<file path="src/bb3_pkg.sv">
// Shared constants and types for the 3x3 box blur.
// No dependencies; every other file of the block but bb3_ram refers to it by scoped names.
package bb3_pkg;

  localparam int MAX_WIDTH  = 1024;
  localparam int MAX_HEIGHT = 1024;

  localparam int PIX_W = 8;                      // sample width
  localparam int DIM_W = 11;                     // configured size width
  localparam int COL_W = $clog2(MAX_WIDTH);      // column counter
  localparam int ROW_W = $clog2(MAX_HEIGHT);     // row counter
  localparam int SUM_W = 12;                     // nine samples of 255 fit in 12 bits
  localparam int LINE_W = 2 * PIX_W;             // both line stores side by side

  // floor(s / 9) == (s * 3641) >> 15 for every s below 32768
  localparam int DIV9_SHIFT = 15;
  localparam logic [SUM_W-1:0] DIV9_MUL = 12'd3641;

  localparam logic [DIM_W-1:0] MIN_DIM    = 11'd3;
  localparam logic [DIM_W-1:0] DIM_RESET  = 11'd1024;

  localparam int CFG_IDX_W = 2;
  typedef enum logic [CFG_IDX_W-1:0] {
    CFG_IMAGE_WIDTH  = 2'd0,
    CFG_IMAGE_HEIGHT = 2'd1
  } cfg_idx_e;

  // status of the pixel being accepted
  typedef struct packed {
    logic produce;   // interior: a result follows
    logic last;      // final interior pixel of the frame
  } pos_t;

endpackage

</file>
<file path="src/bb3_pos.sv">
// Size registers and raster position counters of the 3x3 box blur.
// Depends on bb3_pkg.
module bb3_pos (
  input  logic                         clk_i,
  input  logic                         rst_ni,
  input  logic                         cfg_valid_i,
  input  logic [bb3_pkg::CFG_IDX_W-1:0] cfg_index_i,
  input  logic [bb3_pkg::DIM_W-1:0]    cfg_data_i,
  input  logic                         accept_i,
  output logic [bb3_pkg::COL_W-1:0]    col_o,
  output bb3_pkg::pos_t                pos_o
);

  logic [bb3_pkg::DIM_W-1:0] width_q, height_q;
  logic [bb3_pkg::DIM_W-1:0] width_eff, height_eff;
  logic [bb3_pkg::COL_W-1:0] col_q, col_d;
  logic [bb3_pkg::ROW_W-1:0] row_q, row_d;
  logic                      last_col, last_row;

  always_ff @(posedge clk_i or negedge rst_ni) begin
    if (!rst_ni) begin
      width_q  <= bb3_pkg::DIM_RESET;
      height_q <= bb3_pkg::DIM_RESET;
    end else if (cfg_valid_i) begin
      case (cfg_index_i)
        bb3_pkg::CFG_IMAGE_WIDTH:  width_q  <= cfg_data_i;
        bb3_pkg::CFG_IMAGE_HEIGHT: height_q <= cfg_data_i;
        default: ;
      endcase
    end
  end

  // out-of-range sizes act as the nearest legal size
  always_comb begin
    if (width_q < bb3_pkg::MIN_DIM) begin
      width_eff = bb3_pkg::MIN_DIM;
    end else if (width_q > bb3_pkg::DIM_W'(bb3_pkg::MAX_WIDTH)) begin
      width_eff = bb3_pkg::DIM_W'(bb3_pkg::MAX_WIDTH);
    end else begin
      width_eff = width_q;
    end
    if (height_q < bb3_pkg::MIN_DIM) begin
      height_eff = bb3_pkg::MIN_DIM;
    end else if (height_q > bb3_pkg::DIM_W'(bb3_pkg::MAX_HEIGHT)) begin
      height_eff = bb3_pkg::DIM_W'(bb3_pkg::MAX_HEIGHT);
    end else begin
      height_eff = height_q;
    end
  end

  assign last_col = (bb3_pkg::DIM_W'(col_q) + bb3_pkg::DIM_W'(1)) >= width_eff;
  assign last_row = (bb3_pkg::DIM_W'(row_q) + bb3_pkg::DIM_W'(1)) >= height_eff;

  always_comb begin
    col_d = col_q + bb3_pkg::COL_W'(1);
    row_d = row_q;
    if (last_col) begin
      col_d = '0;
      row_d = last_row ? '0 : row_q + bb3_pkg::ROW_W'(1);
    end
  end

  always_ff @(posedge clk_i or negedge rst_ni) begin
    if (!rst_ni) begin
      col_q <= '0;
      row_q <= '0;
    end else if (accept_i) begin
      col_q <= col_d;
      row_q <= row_d;
    end
  end

  assign col_o        = col_q;
  assign pos_o.produce = (col_q >= bb3_pkg::COL_W'(2)) && (row_q >= bb3_pkg::ROW_W'(2));
  assign pos_o.last    = last_col && last_row;

endmodule

</file>
<file path="config.mk">
export PLATFORM = sky130hd
export DESIGN_NAME = bb3_pos
export DESIGN_NICKNAME = d
export VERILOG_FILES = /design/src/bb3_pkg.sv /design/src/bb3_pos.sv
export SDC_FILE = /design/constraint.sdc
export NUM_CORES = 1
export LEC_CHECK = 0
export BUFFER_PORTS_ARGS = -buffer_cell sky130_fd_sc_hd__buf_2
export CAP_MARGIN = 10
export CORE_MARGIN = 3
export CORE_UTILIZATION = 48
export CTS_CLUSTER_DIAMETER = 120
export DETAILED_ROUTE_END_ITERATION = 10
export HOLD_SLACK_MARGIN = 0.03
export PLACE_DENSITY = 0.73
export SYNTH_ARGS = -nofsm -noshare
export SYNTH_HDL_FRONTEND = slang
export SYNTH_SLANG_ARGS = --single-unit
</file>
<file path="constraint.sdc">
create_clock -name clk_i -period 7.9 [get_ports clk_i]
set_input_delay 1.58 -clock clk_i [delete_from_list [all_inputs] [get_ports clk_i]]
set_output_delay 1.58 -clock clk_i [all_outputs]
set_load 0.01 [all_outputs]
</file>
After elaboration in Yosys (flattened, before gate mapping). Index checks and enable logic that the tools add are counted.

Register bits after elaboration: 42. Input bits: 17. Word-level logic and storage cells: 29.

$add $sub $neg: 4. Magnitude comparators: 8. Equality and inequality tests: 1. Multiplexer cells: 6. Reductions and logical operators: 6.

Operators with widths (count): $mux 11 (4); $add 10x1->11 const B (2); $ge 11x11->1 (2); $gt 11x11->1 const B (2); $lt 11x2->1 const B (2); $add 10x1->10 const B (2); $ge 10x2->1 const B (2); $mux 10 (2); $reduce_and 2->1 (3); $eq 2x1->1 const B (1); $logic_and 1x1->1 (2); $logic_not 2->1 (1).

Logic depth before layout (Yosys ltp).
Word-level depth: 5. Mapped depth: 13. Mapped depth without buffers: 12.

Worst setup path before layout. Ideal clock, no wire load.

Kind: reg2out. From: register col_q (netlist bit col_o[1]). To: output port pos_o[0] in the netlist's numbering. Arrival time: 2226 ps. Required time: 6320 ps. Setup slack: 4094 ps. Cell stages (with the launch flop): 12. Buffers on the path: 0. Cell sequence: dfrtp_1 -> ha_1 -> nand3_1 -> nor2_1 -> and3_1 -> and3_1 -> ha_1 -> a21oi_1 -> o21ai_1 -> a21oi_2 -> nand2_1 -> and2_1.

RTL lines: from (decl) (RTL line bb3_pos.sv:16) `logic [bb3_pkg::COL_W-1:0] col_q, col_d;`; from (signal assigned) (RTL line bb3_pos.sv:68) `col_q <= col_d;`; to (decl) (RTL line bb3_pos.sv:11) `output bb3_pkg::pos_t pos_o`.

==> reports/metrics.cfg <==
[timing]
finalCritPeriodShare_pct=56.4
hold_viol_final=0
slew_headroom_pct=38.8
fmax_mhz=224
holdWs_ns=0.534
fin_setup_tns_ns=0
worst_slew_pin_slew_ns=0.917
fin_skew_ns=0.0113
setup_viol=0
rsz0062_at_grt=false
final.min_clock_period_ns=4.46
drv_slew=0

[setup_path]
worstSetupEndpoint=pos_o[0]
cpMostUsedCell=ha_1
worst-path-max-fanout=7
cp.required_ns=6.32
slowest_stage=dfrtp_1
cp_cell_sequence=ha_1 -> nand3_1 -> nor2_1 -> and3_1 -> xor2_1 -> ha_1 -> a21oi_1 -> o21ai_1 -> a21oi_2 -> nand2_1 -> and2_1 -> buf_2
rr_worst_depth=11
crit_buf_inv=1
rrSetupSlack_ns=4.99
rr_endpoint=row_q[2]
cpPeakStageDelay_ns=0.47
endpoint_kind=primary output
startpoint=col_o[1]
path_delay_family=simple AND/OR/NAND/NOR gates
cp-start-kind=flop
path_depth=12
cp.arrival_ns=2.88
r2r_start=col_o[1]
worst-setup-path-type=flop to primary output

[logic_synthesis]
synth_fa_ha_area_share_pct=12.3
synth_top_family_by_area=simple AND/OR/NAND/NOR gates
synth_area_um2=2650
synth.mux.area_fraction_pct=9.69
synth-edff-count=0
synthArstFlopShare_pct=100
yosys.area_share.simple_pct=17.4
avgSynthCellArea_um2=10.4
ys_ff_latch=42
synth_flop_cell=dfrtp_1
ys_warn_count=0
synthesis.nets=298
synth_cell_type_count=46
synth-xor-area-share_pct=7.18
synthCells=255
synth-seq-area-share_pct=39.8
synth_compound_area_share_pct=10.9

[power_and_ir_drop]
max-vdd-ir-drop_v=0.000131
p_per_area_nw_per_um2=243
power_leakage_uw=0.00146

[global_route]
use_met1_pct=26.0
grt_busiest_layer=met2
overflow=0
track_usage_pct=18.9
grt_max_degree=43
antenna_found_initial=0
use_met3_pct=4.71
first_global_vias=1988
grt_pass1_wl_um=9380
grt.met2_usage_pct=28.6

[die]
die_h_um=80.3
pin_count=29
initial_core_util_pct=50.9
core_um2=5200
dieArea_um2=6440
num_rows=26
die_width_um=80.3

[routing]
drt-total-wl_um=5430
drt_first_pass_iters=4
ant_nets=0
vias_per_cell=5.55
wl_per_cell_um=15.3
dr_total_vias=1975
drt_iter0_drc=90
drc=0

[clock_network]
cts_buffers=5
cts_tree=yes
ctsRootBufferMaster=clkbuf_8
path_clk_slew_ns=0.09
cts_resized=0
clockBufferDepth=2
post-cts-setup-buffer-count=0
htree_levels=2
cts_hold_buf=0
clkLatencyLatePin_ns=0.30
cts_sinks=42

[run_status]
outcome=completed

[final_layout]
area_growth_pct=11.1
layout-drive-gt1-share_pct=26.6
n_antenna_cell=0
utilization_pct=56.5
nNetsFinal=328
layout_common_cells=dfrtp_1 (40), nand2_1 (33), buf_2 (28), ha_1 (26), mux2_2 (21)
final_common_cell=dfrtp_1

[placement]
dp.final_hpwl_um=4160
place.gp.congestion=0.800
io_buffers=28

[job]
drv_cap=0

[worst_hold_path]
min_path_type=flop to flop

worst min path at each step:
stage | from | slack [ns] | depth (start not counted) | endpoint
floorplan | height_q[0] | 0.48 | 1 | height_q[0]
global placement | width_q[1] | 0.51 | 1 | width_q[1]
detailed placement | width_q[1] | 0.51 | 1 | width_q[1]
CTS | width_q[1] | 0.53 | 1 | width_q[1]
global route | width_q[1] | 0.55 | 1 | width_q[1]
finish | width_q[1] | 0.53 | 1 | width_q[1]
through the flow:
| step | cell area (µm²) | total power (µW) | instances | worst slack (ns) |
|---|---|---|---|---|
| floorplan | 2650 | 495 | 255 | 4.09 |
| global placement | 2850 | 564 | 348 | 3.80 |
| detailed placement | 2850 | 577 | 348 | 3.80 |
| CTS | 2940 | 723 | 356 | 3.44 |
| global route | 2940 | 774 | 356 | 3.16 |
| finish | 2940 | 716 | 356 | 3.44 |
sequential cells by signal (all words and copies together), names as in the netlist:
register / count
width_q: 11
row_q: 10
height_q: 11
col_o: 10
per-layer routing:
metal  up-vias  part of all wire [%]  routed length [µm]
met3        14                   4.7                 258
met5         -                     0                   0
met4         0                   2.5                 136
li1        972                     -                   -
met1       939                    48                2620
met2        50                    45                2420
area by class of cell:
type / count / area (µm²)
inverters: 10 / 37.5
multi-input cells: 197 / 1520
repair buffers: 29 / 148
well taps: 70 / 87.6
fillers: 479 / 2260
clock buffers: 5 / 68.8
flip-flops and latches: 42 / 1050
clock inverters: 3 / 23.8
synthesized netlist by cell type, types with 2 or more instances:
master    instances  area share, %
or4_1             2           0.57
nor4_1            7            1.7
o21ai_0           5           0.95
xor2_1           12            4.0
xnor2_1           6            2.0
a21oi_1          11            2.1
and3_2            2           0.57
nor2b_1           2           0.47
o21ai_1           3           0.57
nand2b_1          2           0.47
a21o_1            3           0.85
nand3_1           9            1.7
a22o_1           13            4.3
mux2_2           21            8.9
ha_1             26             12
clkbuf_1          2           0.28
buf_2             3           0.57
dfrtp_1          40             38
and3_4            2           0.85
dfstp_2           2            2.0
nand2_1          33            4.7
and3_1            3           0.71
nor2_1           14            2.0
nand4_1           2           0.47
mux2i_1           2           0.76
inv_1             8            1.1
where the power goes:
part / leakage, µW / switching, µW / internal, µW
combinational: 0.000891 / 141 / 121
clock: 0.0000408 / 81.7 / 63.2
sequential: 0.000526 / 53.0 / 256
total: 0.00146 / 276 / 440
cell families after synthesis:
family | count (synthesis)
AO/OA/AOI/OAI | 41
adder cells (fa/ha/maj) | 26
XOR/XNOR | 20
buffers and inverters | 16
multiplexers | 23
AND/OR/NAND/NOR | 87
flip-flops | 42
Power figures use the tool's default switching activity.
