## config.mk

```make
export PLATFORM = sky130hd
export DESIGN_NAME = bb3_window
export DESIGN_NICKNAME = d
export VERILOG_FILES = /design/src/bb3_pkg.sv /design/src/bb3_window.sv
export SDC_FILE = /design/constraint.sdc
export NUM_CORES = 1
export LEC_CHECK = 0
export ABC_AREA = 0
export BUFFER_PORTS_ARGS = -buffer_cell sky130_fd_sc_hd__buf_2
export CAP_MARGIN = 30
export CORE_MARGIN = 2
export CORE_UTILIZATION = 60
export CTS_CLUSTER_DIAMETER = 150
export DETAILED_ROUTE_END_ITERATION = 16
export HOLD_SLACK_MARGIN = 0.15
export PLACE_DENSITY_LB_ADDON = 0.12
export RECOVER_POWER = 100
export SLEW_MARGIN = 20
export SYNTH_ARGS = -nofsm -noshare
export SYNTH_HDL_FRONTEND = slang
export SYNTH_SLANG_ARGS = --single-unit
```

## constraint.sdc

```tcl
create_clock -name clk_i -period 9.9 [get_ports clk_i]
set_clock_uncertainty 0.1 [all_clocks]
set_input_delay 0.99 -clock clk_i [delete_from_list [all_inputs] [get_ports clk_i]]
set_output_delay 0.99 -clock clk_i [all_outputs]
set_load 0.05 [all_outputs]
```

## src/bb3_pkg.sv

```systemverilog
// Shared constants and types for the 3x3 box blur.
// No dependencies; every other file of the block but bb3_ram refers to it by scoped names.
package bb3_pkg;

  localparam int MAX_WIDTH  = 1024;
  localparam int MAX_HEIGHT = 1024;

  localparam int PIX_W = 8;                      // sample width
  localparam int DIM_W = 11;                     // configured size width
  localparam int COL_W = $clog2(MAX_WIDTH);      // column counter
  localparam int ROW_W = $clog2(MAX_HEIGHT);     // row counter
  localparam int SUM_W = 12;                     // nine samples of 255 fit in 12 bits
  localparam int LINE_W = 2 * PIX_W;             // both line stores side by side

  // floor(s / 9) == (s * 3641) >> 15 for every s below 32768
  localparam int DIV9_SHIFT = 15;
  localparam logic [SUM_W-1:0] DIV9_MUL = 12'd3641;

  localparam logic [DIM_W-1:0] MIN_DIM    = 11'd3;
  localparam logic [DIM_W-1:0] DIM_RESET  = 11'd1024;

  localparam int CFG_IDX_W = 2;
  typedef enum logic [CFG_IDX_W-1:0] {
    CFG_IMAGE_WIDTH  = 2'd0,
    CFG_IMAGE_HEIGHT = 2'd1
  } cfg_idx_e;

  // status of the pixel being accepted
  typedef struct packed {
    logic produce;   // interior: a result follows
    logic last;      // final interior pixel of the frame
  } pos_t;

endpackage

```

## src/bb3_window.sv

```systemverilog
// 3x3 window registers, nine-sample adder and divide-by-nine.
// Depends on bb3_pkg.
module bb3_window (
  input  logic                      clk_i,
  input  logic                      rst_ni,
  input  logic                      shift_i,
  input  logic [bb3_pkg::PIX_W-1:0] up2_i,
  input  logic [bb3_pkg::PIX_W-1:0] up1_i,
  input  logic [bb3_pkg::PIX_W-1:0] px_i,
  output logic [bb3_pkg::PIX_W-1:0] mean_o
);

  // index 0: two lines up, 1: one line up, 2: current line
  logic [2:0][bb3_pkg::PIX_W-1:0] mid_q, right_q;
  logic [2:0][bb3_pkg::PIX_W-1:0] new_col;
  logic [bb3_pkg::SUM_W-1:0]      sum;
  logic [2*bb3_pkg::SUM_W-1:0]    prod;

  assign new_col = {px_i, up1_i, up2_i};

  always_ff @(posedge clk_i or negedge rst_ni) begin
    if (!rst_ni) begin
      mid_q   <= '0;
      right_q <= '0;
    end else if (shift_i) begin
      mid_q   <= right_q;
      right_q <= new_col;
    end
  end

  // window after the shift: mid, right, new column
  always_comb begin
    sum = '0;
    for (int r = 0; r < 3; r++) begin
      sum = sum + bb3_pkg::SUM_W'(mid_q[r]) + bb3_pkg::SUM_W'(right_q[r])
                + bb3_pkg::SUM_W'(new_col[r]);
    end
  end

  assign prod   = sum * bb3_pkg::DIV9_MUL;
  assign mean_o = prod[bb3_pkg::DIV9_SHIFT +: bb3_pkg::PIX_W];

endmodule

```

Yosys cells after proc, flatten, opt, wreduce, memory -nomap -nowiden
Cells that the tools add are included.
Cells by class
  multipliers: 1
  $add $sub $neg: 8
Operators with widths (count)
  $add A12 B8 Y12: 4
  $mul A12 B12 Y23 const B: 1
  $add A11 B8 Y12: 1
  $add A10 B8 Y11: 1
  $add A9 B8 Y10: 1
  $add A8 B8 Y9: 1
Word-level totals
  bits of input ports: 27
  logic and storage cells: 15
  register bits after elaboration: 48

Depth between registers and ports, before layout
  depth in word-level cells: 9
  depth in mapped cells: 31
  mapped depth without buffers: 31

Least setup slack after synthesis
OpenSTA, ideal clock, no wires.
  path type: input -> output
  start: input port up2_i[3] (netlist name)
  end: output port mean_o[5] (netlist name)
  stages: 31
  arrival: 8.739 ns
  path slack: 0.071 ns
  buffers on the path: 0
  path through: inv_1 fa_1 inv_1 fa_1 fa_1 inv_1 fa_1 inv_1 ha_1 a211oi_1 nor2_1 o21a_1 nor2_1 xnor2_1 xor2_1 ha_1 ha_1 inv_1 fa_1 inv_1 fa_1 inv_1 fa_1 inv_1 ha_1 nand2_1 nor2_1 o21ai_1 a21oi_1 o21a_1 nor3_1
On the way
  word-level cells in the longest chain between the ends: 8
Ends and longest elaborated chain
  start: declaration: RTL line bb3_window.sv:7  | input logic [bb3_pkg::PIX_W-1:0] up2_i,
  $add A9 B8 Y10: RTL line bb3_window.sv:36  | + bb3_pkg::SUM_W'(new_col[r]);
  $add A10 B8 Y11: RTL line bb3_window.sv:35  | sum = sum + bb3_pkg::SUM_W'(mid_q[r]) + bb3_pkg::SUM_W'(right_q[r])
  $add A11 B8 Y12: RTL line bb3_window.sv:35
  $add A12 B8 Y12: RTL line bb3_window.sv:36
  $add A12 B8 Y12 (2 in series): RTL line bb3_window.sv:35
  $add A12 B8 Y12: RTL line bb3_window.sv:36
  $mul A12 B12 Y23: RTL line bb3_window.sv:40  | assign prod = sum * bb3_pkg::DIV9_MUL;
  end: declaration: RTL line bb3_window.sv:10  | output logic [bb3_pkg::PIX_W-1:0] mean_o
Every way passes these cells.

Worst setup path after layout
  start: input port up2_i[2] (netlist name)
  end: output port mean_o[7] (netlist name)
The elaborated chain is that of the path after synthesis.

==> results.md <==
- In this run the tool buffered the top-level ports with 34 buffer cells.
- The maximum fanout along the worst path is 6.
- After synthesis, flip-flops and latches occupy 20.9% of the total area.
- Counting flops with a built-in enable in the synthesized netlist gives 0.
- The library cells used most frequently in the layout, excluding fill and tap cells, are 151 x inv_1, 78 x ha_1, 77 x fa_1.
- The area growth from synthesis to layout is 11.1%.
- The routed wire length per instance is approximately 14 um.
- The final standard cell area without fillers is around 6400 um^2.
- The post-synthesis average cell area is 10.6 um^2.
- The share of cells above drive strength 1 is between 10% and 20%.
- Wires add up to 9830 um.
- The clock latency on the worst-skew pair is around 0.3 ns.
- The die area is roughly 10000 um^2.
- The final clock period utilization by the worst path is a little over nine tenths.
- The area taken by flip-flops and latches is roughly 1200 um^2.
- Clock tree synthesis found a total of 48 sinks.
- The actual transition at the worst max-transition pin is about 1.8 ns.
- The floorplan step defined a core boundary enclosing between 9000 and 10000 um^2.
- Hold is met by between 0.4 and 0.5 ns.
- After detailed placement, the total cell area comes to around 6100 um^2.
- The category of the critical setup timing path is in2out.
- Adding up every negative setup slack in the final design gives 0 ns.
- The sum of overflow across all layers after global routing is 0.
- The stage delay of the slowest cell on the critical path is approximately 0.56 ns.
- The maximum count of clock buffers along a single path is 2.
- The pin count of the biggest net entering global routing is 40.
- The number of pins with negative max-slew slack in the final report is 40.
- The worst setup path is launched from an input pin.
- Leaving out fill and tap cells, the most frequent cell in the layout is inv_1.
- The total routing resource utilization after global routing is between 20 and 25%.
- In the synthesized netlist, the number of instances is 540.
- The most repeated library cell on the critical path is fa_1.
- The die is 102 um wide.
- Across the run, the number of max-cap violations was 1.
- The final critical delay including setup and external delays is around 9.6 ns.
- The proportion of synthesized flip-flops having asynchronous set or reset is 100%.
- The number of vias per cell after detailed routing is between 5 and 6.
- The count of antenna diodes in the layout is 0.
- For this run, the share of the core covered by cells in the final layout is about 70%.
- Synthesis instantiated 44 different standard cells from the library.
- The initial core utilization is 62.1%.
- The clock buffer count from CTS is 5.
- Setup violations remaining at the end of the flow were counted as 0.
- The netlist area before placement is between 5000 and 6000 um^2.
- The number of violations reported at the end of detailed-routing iteration 0 is 73.
- The number of global-route vias before repair was around 3800.
- The number of placement rows is 35.
- The number of antenna violations at the first check in global routing is 0.
- The worst hold path belongs to the class reg2reg.
- The headroom to the max-slew limit is -22.4%.
- The via total after detailed routing is between 3000 and 4000.
- The congestion estimate from routability-driven global placement came to 0.917.
- TritonCTS built the clock tree.
- The data arrival at the endpoint of the critical path is 8.52 ns.
- The post-synthesis sequential element count is 48.
- In this run the vertical extent of the chip is just over 100 um.
- The count of nets left with antenna violations once routing finished came out at 0.
- The cell sitting at the root of the clock tree is a clkbuf_8.
- Summing all multi-input logic gate instances after layout gives around 4100 um^2.
- The number of hold violations in the final report is 0.
- The upper clock frequency limit is around 0.10 GHz.
- The most used flip-flop cell after synthesis is dfrtp_1.
- Before antenna repair, the detailed router went through 4 iterations.
- The CTS clock-pin slew for the worst setup and hold paths is roughly 0.10 ns.
- In the final design database the tool counted 770 nets.
- The number of nets handed over by synthesis was between 700 and 800.
- The run finished, with violations left.
- For this design, the slowest cell found on the critical path is fa_1.
- The H-tree was split into 2 levels.
- The warning count from the yosys run is 0.
- The sort of element at the end of the critical path is an output port.
- The final-layout fill cell count is 721.
- During I/O placement, the number of pins put on the boundary was 35.
- The final reports fail on capacitance limit, slew limit.
- For this run, design rule violations remaining after detail routing come to 0.
- The detailed placement HPWL is around 8300 um.
- The first global-routing pass estimated approximately 17000 um of wire.
- For the worst setup path, the data required time is just under 9 ns.
-- metrics by stage --
stage	cells	worst slack (ns)
after detailed placement	701	0.0351
final	713	0.290
after floorplan	540	0.0710
after global placement	699	0.185
after CTS	709	0.0138
after global routing	713	-0.0370
-- routing by layer --
metal	track usage [%]	vias to the layer above	part of all wire, %
met4	3.01	0	0.55
li1	-	1773	-
met2	35.2	49	51
met3	4.21	6	3.1
met5	0	-	0
met1	28.1	1805	45
-- synth_stat cells, types with 4 or more instances --
master | n | area share (%)
inv_1 | 151 | 9.9
ha_1 | 82 | 18
fa_1 | 78 | 27
dfrtp_1 | 48 | 21
mux2_2 | 39 | 7.7
a21oi_1 | 17 | 1.5
nand2_1 | 16 | 1.0
xnor2_1 | 15 | 2.3
a21o_1 | 11 | 1.4
o21ai_0 | 11 | 0.96
nor2_1 | 10 | 0.65
xor2_1 | 8 | 1.2
clkbuf_1 | 6 | 0.39
nor2b_1 | 5 | 0.55
o21ai_1 | 4 | 0.35
-- what timing repair did --
item,in CTS,in global routing
hold buffers,0,0
buffers inserted,0,4
setup endpoints to repair,0,8
gates resized for setup,0,30
-- final cells by class --
cell class	instances	area share [%]
Inverter	151	8.89
Tap cell	129	2.53
Sequential cell	48	18.8
Clock inverter	3	1.08
Clock buffer	5	1.08
Multi-Input combinational cell	334	63.8
Timing Repair Buffer	43	3.73
-- cells by family (layout without fill, tap and decap cells) --
| logic type | Yosys count | count (layout) | synth area share [%] |
|---|---|---|---|
| AO/OA/AOI/OAI | 64 | 64 | 7.76 |
| XOR/XNOR | 26 | 26 | 4.36 |
| adder cells (fa/ha/maj) | 160 | 160 | 45.1 |
| buffers and inverters | 158 | 202 | 10.4 |
| flip-flops | 48 | 48 | 20.9 |
| multiplexers | 39 | 39 | 7.65 |
| AND/OR/NAND/NOR | 45 | 45 | 3.86 |
-- critical path: cells and delay by family --
| kind | cells | cell delay [ns] |
|---|---|---|
| buf+inv | 8 | 0.75 |
| fa+ha+maj | 12 | 4.76 |
| simple gates | 4 | 0.60 |
| compound gates | 6 | 0.98 |
| xor+xnor | 3 | 0.43 |
-- worst paths after layout --
check,startpoint,end,slack (ns),depth (start not counted)
setup / recovery,up2_i[2],mean_o[7],0.29,33
hold / removal,right_q[22],mid_q[22],0.44,2
setup reg to reg,right_q[0],mid_q[0],8.97,1
hold reg to reg,right_q[22],mid_q[22],0.44,2
max in group asynchronous,rst_ni,mid_q[23],6.97,2
min in group asynchronous,rst_ni,right_q[0],0.89,1
-- state kept, by name (all words and copies together), names as in the netlist --
| register | count |
|---|---|
| mid_q | 24 |
| right_q | 24 |
Power is left out: the tool's default activity adds up to more than one toggle a clock period on the data nets, which glitch-free logic cannot reach.
